===== src/hw/rtl/pese_pkg.sv =====
// shared constants and control types for the prefix expression evaluator
`timescale 1ns / 1ps

package pese_pkg;

    localparam int STACK_DEPTH_DEF = 64;
    localparam int WORD_W          = 32;
    localparam int TOK_W           = 8;
    localparam int ST_W            = 3;
    localparam int DIV_CNT_W       = $clog2(WORD_W + 1);

    localparam logic [TOK_W-1:0] TOK_MUL  = 8'h2A;
    localparam logic [TOK_W-1:0] TOK_ADD  = 8'h2B;
    localparam logic [TOK_W-1:0] TOK_SUB  = 8'h2D;
    localparam logic [TOK_W-1:0] TOK_DIV  = 8'h2F;
    localparam logic [TOK_W-1:0] TOK_ZERO = 8'h30;

    localparam logic [ST_W-1:0] ST_OK       = 3'd0;
    localparam logic [ST_W-1:0] ST_DIV0     = 3'd1;
    localparam logic [ST_W-1:0] ST_UNDER    = 3'd2;
    localparam logic [ST_W-1:0] ST_LEFTOVER = 3'd3;
    localparam logic [ST_W-1:0] ST_OVER     = 3'd4;

    typedef struct packed {
        logic accept;
        logic push;
        logic set_under;
        logic set_over;
        logic rd_below;
        logic alu_commit;
        logic div_by_zero;
        logic div_start;
        logic div_step;
        logic div_commit;
        logic emit;
    } cmd_t;

    typedef struct packed {
        logic in_is_op;
        logic in_last;
        logic err_pending;
        logic short_stack;
        logic full;
        logic op_is_div;
        logic divisor_zero;
        logic div_done;
        logic last_item;
        logic out_free;
    } sts_t;

endpackage


===== src/hw/rtl/pese_ctrl.sv =====
// controller state machine for the prefix expression evaluator
`timescale 1ns / 1ps

module pese_ctrl
(
    input  logic          clk,
    input  logic          rst_n,
    input  logic          in_valid,
    output logic          in_ready,
    input  pese_pkg::sts_t sts,
    output pese_pkg::cmd_t cmd
);

    localparam logic [1:0] S_IDLE = 2'd0;
    localparam logic [1:0] S_OPER = 2'd1;
    localparam logic [1:0] S_DIV  = 2'd2;
    localparam logic [1:0] S_EMIT = 2'd3;

    logic [1:0] state_reg;
    logic [1:0] state_next;

    assign in_ready = (state_reg == S_IDLE);

    always_comb
    begin
        cmd        = '0;
        state_next = state_reg;
        case (state_reg)
            S_IDLE:
            begin
                if (in_valid)
                begin
                    cmd.accept = 1'b1;
                    state_next = sts.in_last ? S_EMIT : S_IDLE;
                    if (!sts.err_pending)
                    begin
                        if (sts.in_is_op)
                        begin
                            if (sts.short_stack)
                            begin
                                cmd.set_under = 1'b1;
                            end
                            else
                            begin
                                cmd.rd_below = 1'b1;
                                state_next   = S_OPER;
                            end
                        end
                        else if (sts.full)
                        begin
                            cmd.set_over = 1'b1;
                        end
                        else
                        begin
                            cmd.push = 1'b1;
                        end
                    end
                end
            end
            S_OPER:
            begin
                state_next = sts.last_item ? S_EMIT : S_IDLE;
                if (!sts.op_is_div)
                begin
                    cmd.alu_commit = 1'b1;
                end
                else if (sts.divisor_zero)
                begin
                    cmd.div_by_zero = 1'b1;
                end
                else
                begin
                    cmd.div_start = 1'b1;
                    state_next    = S_DIV;
                end
            end
            S_DIV:
            begin
                if (sts.div_done)
                begin
                    cmd.div_commit = 1'b1;
                    state_next     = sts.last_item ? S_EMIT : S_IDLE;
                end
                else
                begin
                    cmd.div_step = 1'b1;
                end
            end
            S_EMIT:
            begin
                if (sts.out_free)
                begin
                    cmd.emit   = 1'b1;
                    state_next = S_IDLE;
                end
            end
            default:
            begin
                state_next = S_IDLE;
            end
        endcase
    end

    always_ff @(posedge clk or negedge rst_n)
    begin
        if (!rst_n)
        begin
            state_reg <= S_IDLE;
        end
        else
        begin
            state_reg <= state_next;
        end
    end

endmodule


===== src/hw/rtl/pese_dp.sv =====
// datapath: operand stack, alu, serial divider and result register
`timescale 1ns / 1ps

module pese_dp
#(
    parameter int STACK_DEPTH = pese_pkg::STACK_DEPTH_DEF
)
(
    input  logic                               clk,
    input  logic                               rst_n,
    input  logic [pese_pkg::TOK_W-1:0]         token,
    input  logic                               last,
    output logic                               out_valid,
    input  logic                               out_ready,
    output logic signed [pese_pkg::WORD_W-1:0] value,
    output logic [pese_pkg::ST_W-1:0]          status,
    input  pese_pkg::cmd_t                     cmd,
    output pese_pkg::sts_t                     sts
);

    localparam int W     = pese_pkg::WORD_W;
    localparam int DW    = $clog2(STACK_DEPTH + 1);
    localparam int AW    = $clog2(STACK_DEPTH);
    localparam int MEM_N = STACK_DEPTH - 1;
    localparam int CW    = pese_pkg::DIV_CNT_W;

    logic [W-1:0] mem [0:MEM_N-1];

    logic [DW-1:0]                depth_reg, depth_next;
    logic [pese_pkg::ST_W-1:0]    err_reg, err_next;
    logic [W-1:0]                 tos_reg, tos_next;
    logic [W-1:0]                 rd_reg;
    logic [pese_pkg::TOK_W-1:0]   op_reg;
    logic                         last_reg;
    logic [W-1:0]                 rem_reg, quo_reg, dvs_reg;
    logic                         neg_reg;
    logic [CW-1:0]                cnt_reg;
    logic                         out_valid_reg;
    logic [W-1:0]                 value_reg;
    logic [pese_pkg::ST_W-1:0]    status_reg;

    logic [DW-1:0] depth_m1, depth_m2;
    logic [W-1:0]  push_val, alu_res, div_q, a_abs, b_abs;
    logic [W:0]    trial, trial_sub;
    logic          trial_ge;
    logic          one_left;

    assign depth_m1 = depth_reg - DW'(1);
    assign depth_m2 = depth_reg - DW'(2);
    assign push_val = W'(token) - W'(pese_pkg::TOK_ZERO);
    assign one_left = (depth_reg == DW'(1));

    always_comb
    begin
        case (op_reg)
            pese_pkg::TOK_MUL: alu_res = tos_reg * rd_reg;
            pese_pkg::TOK_ADD: alu_res = tos_reg + rd_reg;
            default:           alu_res = tos_reg - rd_reg;
        endcase
    end

    // restoring divider on magnitudes, one quotient bit per cycle
    assign a_abs     = tos_reg[W-1] ? (~tos_reg + W'(1)) : tos_reg;
    assign b_abs     = rd_reg[W-1] ? (~rd_reg + W'(1)) : rd_reg;
    assign trial     = {rem_reg, quo_reg[W-1]};
    assign trial_sub = trial - {1'b0, dvs_reg};
    assign trial_ge  = (trial >= {1'b0, dvs_reg});
    assign div_q     = neg_reg ? (~quo_reg + W'(1)) : quo_reg;

    assign sts.in_is_op     = (token inside {pese_pkg::TOK_MUL, pese_pkg::TOK_DIV,
                                             pese_pkg::TOK_ADD, pese_pkg::TOK_SUB});
    assign sts.in_last      = last;
    assign sts.err_pending  = (err_reg != pese_pkg::ST_OK);
    assign sts.short_stack  = (depth_reg < DW'(2));
    assign sts.full         = (depth_reg == DW'(STACK_DEPTH));
    assign sts.op_is_div    = (op_reg == pese_pkg::TOK_DIV);
    assign sts.divisor_zero = (rd_reg == '0);
    assign sts.div_done     = (cnt_reg == CW'(W));
    assign sts.last_item    = last_reg;
    assign sts.out_free     = !out_valid_reg || out_ready;

    always_comb
    begin
        depth_next = depth_reg;
        err_next   = err_reg;
        tos_next   = tos_reg;
        if (cmd.push)
        begin
            depth_next = depth_reg + DW'(1);
            tos_next   = push_val;
        end
        if (cmd.alu_commit)
        begin
            depth_next = depth_m1;
            tos_next   = alu_res;
        end
        if (cmd.div_commit)
        begin
            depth_next = depth_m1;
            tos_next   = div_q;
        end
        if (cmd.div_by_zero)
        begin
            depth_next = depth_m2;
            err_next   = pese_pkg::ST_DIV0;
        end
        if (cmd.set_under)
        begin
            err_next = pese_pkg::ST_UNDER;
        end
        if (cmd.set_over)
        begin
            err_next = pese_pkg::ST_OVER;
        end
        if (cmd.emit)
        begin
            depth_next = '0;
            err_next   = pese_pkg::ST_OK;
        end
    end

    always_ff @(posedge clk or negedge rst_n)
    begin
        if (!rst_n)
        begin
            depth_reg     <= '0;
            err_reg       <= pese_pkg::ST_OK;
            out_valid_reg <= 1'b0;
        end
        else
        begin
            depth_reg <= depth_next;
            err_reg   <= err_next;
            if (cmd.emit)
            begin
                out_valid_reg <= 1'b1;
            end
            else if (out_ready)
            begin
                out_valid_reg <= 1'b0;
            end
        end
    end

    // operand stack below the top entry, single port
    always_ff @(posedge clk)
    begin
        if (cmd.push && depth_reg != '0)
        begin
            mem[depth_m1[AW-1:0]] <= tos_reg;
        end
        else if (cmd.rd_below)
        begin
            rd_reg <= mem[depth_m2[AW-1:0]];
        end
    end

    always_ff @(posedge clk)
    begin
        tos_reg <= tos_next;
        if (cmd.accept)
        begin
            last_reg <= last;
            op_reg   <= token;
        end
        if (cmd.div_start)
        begin
            rem_reg <= '0;
            quo_reg <= a_abs;
            dvs_reg <= b_abs;
            neg_reg <= tos_reg[W-1] ^ rd_reg[W-1];
            cnt_reg <= '0;
        end
        else if (cmd.div_step)
        begin
            rem_reg <= trial_ge ? trial_sub[W-1:0] : trial[W-1:0];
            quo_reg <= {quo_reg[W-2:0], trial_ge};
            cnt_reg <= cnt_reg + CW'(1);
        end
        if (cmd.emit)
        begin
            if (err_reg != pese_pkg::ST_OK)
            begin
                status_reg <= err_reg;
                value_reg  <= '0;
            end
            else if (one_left)
            begin
                status_reg <= pese_pkg::ST_OK;
                value_reg  <= tos_reg;
            end
            else
            begin
                status_reg <= pese_pkg::ST_LEFTOVER;
                value_reg  <= '0;
            end
        end
    end

    assign out_valid = out_valid_reg;
    assign value     = value_reg;
    assign status    = status_reg;

endmodule


===== src/hw/rtl/prefix_expression_stack_evaluator_unit.sv =====
// top level of the prefix expression evaluator
//
// input channel: in_valid/in_ready carry one token word (token, last) per
// handshake, characters from rightmost to leftmost; last marks the leftmost.
// output channel: out_valid/out_ready carry one result word (value, status)
// per expression, issued after the token marked last.
// per token: a push or an error-skipped token is handled as it is taken, an
// operator reads the entry below the top from the single-port stack memory
// and then does the alu write-back, and a division by a nonzero operand
// runs the bit-serial divider before its write-back. after the last token
// the result register is loaded together with out_valid.
// reset: the stack is empty, no error is pending, no result is held.
// stall: a finished result waits in the output register while the next
// expression's tokens are taken; once that expression's last token is in,
// the input stays closed until the register has been read.
`timescale 1ns / 1ps

module prefix_expression_stack_evaluator_unit
#(
    parameter int STACK_DEPTH = pese_pkg::STACK_DEPTH_DEF
)
(
    input  logic                               clk,
    input  logic                               rst_n,
    input  logic                               in_valid,
    output logic                               in_ready,
    input  logic [pese_pkg::TOK_W-1:0]         token,
    input  logic                               last,
    output logic                               out_valid,
    input  logic                               out_ready,
    output logic signed [pese_pkg::WORD_W-1:0] value,
    output logic [pese_pkg::ST_W-1:0]          status
);

    pese_pkg::cmd_t cmd;
    pese_pkg::sts_t sts;

    pese_ctrl u_ctrl
    (
        .clk      (clk),
        .rst_n    (rst_n),
        .in_valid (in_valid),
        .in_ready (in_ready),
        .sts      (sts),
        .cmd      (cmd)
    );

    pese_dp #(.STACK_DEPTH(STACK_DEPTH)) u_dp
    (
        .clk       (clk),
        .rst_n     (rst_n),
        .token     (token),
        .last      (last),
        .out_valid (out_valid),
        .out_ready (out_ready),
        .value     (value),
        .status    (status),
        .cmd       (cmd),
        .sts       (sts)
    );

endmodule


===== config.mk =====
export PLATFORM = sky130hd
export DESIGN_NAME = prefix_expression_stack_evaluator_unit
export DESIGN_NICKNAME = d
export VERILOG_FILES = /design/src/hw/rtl/pese_pkg.sv /design/src/hw/rtl/pese_ctrl.sv /design/src/hw/rtl/pese_dp.sv /design/src/hw/rtl/prefix_expression_stack_evaluator_unit.sv
export SDC_FILE = /design/constraint.sdc
export NUM_CORES = 2
export LEC_CHECK = 0
export BUFFER_PORTS_ARGS = -buffer_cell sky130_fd_sc_hd__buf_2
export CAP_MARGIN = 5
export CORE_UTILIZATION = 64
export DETAILED_ROUTE_END_ITERATION = 6
export PLACE_DENSITY_LB_ADDON = 0.15
export REMOVE_ABC_BUFFERS = 1
export SLEW_MARGIN = 20
export SYNTH_ARGS = -nofsm -noshare
export SYNTH_HDL_FRONTEND = slang
export SYNTH_SLANG_ARGS = --single-unit

===== constraint.sdc =====
create_clock -name clk -period 9.48 [get_ports clk]
set_input_delay 0 -clock clk [delete_from_list [all_inputs] [get_ports clk]]
set_output_delay 0 -clock clk [all_outputs]
set_load 0.03 [all_outputs]

==> flow_metrics.tcl <==
set metrics [dict create \
    start_util_pct 64.7 \
    cts_tree "yes" \
    layout-drive-gt1-share_pct 19.4 \
    grt_setup_unrepaired "no" \
    cp.arrival_ns 8.82 \
    antenna_found_initial 37 \
    reg2reg_depth 22 \
    min_period_over_period_pct 87.0 \
    syn_area_sq_um 107000 \
    synth_top_area_share_pct 61.3 \
    vias_per_cell 6.85 \
    cts_buffer_depth 3 \
    grt_pass1_vias 61400 \
    dp_hpwl_um 171000 \
    crit_type "reg2reg" \
    core_sq_um 166000 \
    die_y_um 411 \
    hp-start "token[2]" \
    drc_errors 0 \
    finalClockSkew_ns 0.0435 \
    ant_nets 0 \
    nets 7136 \
    setup_tns_ns 0 \
    setup-violations-final 0 \
    dr_total_vias 60900 \
    required_ns 10.05 \
    root_buffer "clkbuf_16" \
    min_path_type "in2reg" \
    pre_cts_ws_ns 1.35 \
    portBuffers 49 \
    synth_warnings 0 \
    synth_commonest_cells "edfxtp_1 (2189), mux4_2 (634), inv_1 (444)" \
    wl_met2_um 142000 \
    num-fill-cells 10100 \
    synth_seq_area_share_pct 62.3 \
    netlist_instances 6371 \
    r2r_end "u_dp.tos_reg[31]$_DFFE_PP_" \
    setup_ws_ns 1.23 \
    rows 149 \
    synth_cell_types 80 \
    synth_top_area_cell "edfxtp_1" \
    cp-start-kind "flip-flop" \
    clk_latency_ns 0.87 \
    placed_area_sq_um 111000 \
    final_core_util_pct 71.5 \
    cap_violations 0 \
    rr_startpoint "u_dp.tos_reg[9]$_DFFE_PP_" \
    wl_met3_um 33400 \
    cts.sinks 2240 \
    finalHoldViolCount 0 \
    die_w_um 411 \
    gp_congestion 0.988 \
    cts_buffers 214 \
    routedWlPerCell_um 33.3 \
    drtPass1Iterations 5 \
    fin_area_sq_um 118000 \
    synth.area.top_cells "edfxtp_1 (61%), mux4_2 (13%), fa_1 (7.7%)" \
    grt_max_degree 156 \
    largest_register_ffs 2016 \
    highest_layer "met5" \
    io_pins 50 \
    cts_resized 0 \
    tightest_slew_ns 1.17 \
    status "complete, no violations" \
    synth_ff_type "edfxtp_1" \
    worstHoldEndpoint "u_dp.tos_reg[2]$_DFFE_PP_" \
    grt_remaining_overflow 0 \
    die_area_sq_um 169000 \
    critPathMaxFanout 24 \
    first_iter_violations 8594 \
    fmax_mhz 121 \
    synth.most_common_cell "edfxtp_1" \
    drt-total-wl_um 297000 \
    grt_pass1_wl_um 427000 \
    hold_path_depth 4 \
    min_period_ns 8.25 \
    synth-seq-cells 2240 \
    cp-end-kind "flip-flop" \
    wl_met1_um 107000 \
    relSlewSlack_pct 21.9 \
    synthArstFlopShare_pct 0.580 \
    synth_edf_count 2189 \
    grtUsageTotal_pct 35.8 \
    slew_violations 0 \
    cts_max_level 4 \
    r2r_slack_ns 1.23 \
    area_growth_syn_to_layout_pct 10.4 \
    cts.clk_slew.worst_paths_ns 0.07 \
    avgSynthCellArea_sq_um 16.8 \
]
==> cell usage in the layout (no fill, tap or decap), drive strengths merged, types with 39 or more instances in the layout <==
cell and n:
a21o 39, a21oi 145, and2 349, buf 248
clkbuf 259, clkinv 101, edfxtp 2189, fa 410
ha 199, inv 452, mux2i 69, mux4 634
nand2 440, nand3 54, nor2 203, o21ai 149
xnor2 169, xor2 95
==> how the worst max path moves through the flow <==
| stage | startpoint | endpoint | slack (ns) | cells after the start |
|---|---|---|---|---|
| 2_1_floorplan | u_dp.depth_reg[0]$_DFFE_PN0P_ | u_dp.mem[0][0]$_DFFE_PP_ | -12.67 | 6 |
| 3_3_place_gp | u_dp.rd_reg[6]$_DFFE_PP_ | u_dp.tos_reg[30]$_DFFE_PP_ | 1.42 | 22 |
| 3_5_place_dp | u_dp.tos_reg[4]$_DFFE_PP_ | u_dp.tos_reg[31]$_DFFE_PP_ | 1.35 | 21 |
| 4_1_cts | u_dp.tos_reg[4]$_DFFE_PP_ | u_dp.tos_reg[31]$_DFFE_PP_ | 1.28 | 21 |
| 5_1_grt | u_dp.tos_reg[6]$_DFFE_PP_ | u_dp.tos_reg[31]$_DFFE_PP_ | 0.87 | 22 |
| 6_report | u_dp.tos_reg[9]$_DFFE_PP_ | u_dp.tos_reg[31]$_DFFE_PP_ | 1.23 | 22 |
==> cell type report <==
| type | instances | area, sq um | share of cell area (%) |
|---|---|---|---|
| antenna | 10 | 25.0 | 0.0211 |
| inverter | 445 | 1670 | 1.41 |
| tap | 2189 | 2740 | 2.31 |
| clock inverter | 138 | 1500 | 1.27 |
| timing repair buffer | 274 | 2110 | 1.78 |
| multi-input combinational | 3339 | 38000 | 32.1 |
| clock buffer | 259 | 5570 | 4.71 |
| sequential | 2240 | 66800 | 56.4 |
==> routing by layer <==
layer	vias up	global-route usage, %
met5	-	0
met1	31700	49.3
met4	26	15.8
met2	4184	56.3
met3	689	7.24
li1	24300	-
==> kinds of logic (layout without fill, tap and decap cells) <==
kind of cell / count (synthesis) / count (layout) / share of synthesized area [%]
buffers and inverters: 792 / 1116 / 2.80
flip-flops: 2240 / 2240 / 62.3
adder cells (fa/ha/maj): 609 / 609 / 9.97
AND/OR/NAND/NOR: 1227 / 1227 / 5.65
other: 0 / 10 / 0
AO/OA/AOI/OAI: 531 / 531 / 3.11
XOR/XNOR: 265 / 265 / 2.18
multiplexers: 707 / 707 / 14.0
==> what timing repair did <==
action                     4_1_cts  5_1_grt
setup endpoints to repair        0        0
buffers inserted                 0        0
hold endpoints to repair        65        0
hold buffers                    26        0
==> worst max-delay path, cell delays in order (launching register included) <==
cell and delay, ns:
edfxtp_1 0.97, buf_4 0.44, nand2_1 0.12, fa_1 0.53
inv_1 0.06, fa_1 0.53, inv_1 0.05, fa_1 0.48
fa_1 0.55, inv_1 0.05, fa_1 0.51, fa_1 0.43
fa_1 0.52, fa_1 0.42, ha_1 0.39, and3_1 0.23
a221oi_1 0.40, nand2_1 0.10, o31ai_1 0.41, o21ai_0 0.20
xnor2_1 0.16, a221oi_1 0.30, a21oi_1 0.08
==> stage by stage <==
stage / std cells / hold slack [ns]
floorplan: 6024 / -0.296
global placement: 8457 / -0.0865
global route: 8884 / 0.0926
detailed placement: 8460 / -0.0745
CTS: 8883 / 0.0401
finish: 8894 / 0.104
Power is left out: the tool's default activity adds up to more than one toggle a clock period on the data nets, which glitch-free logic cannot reach.
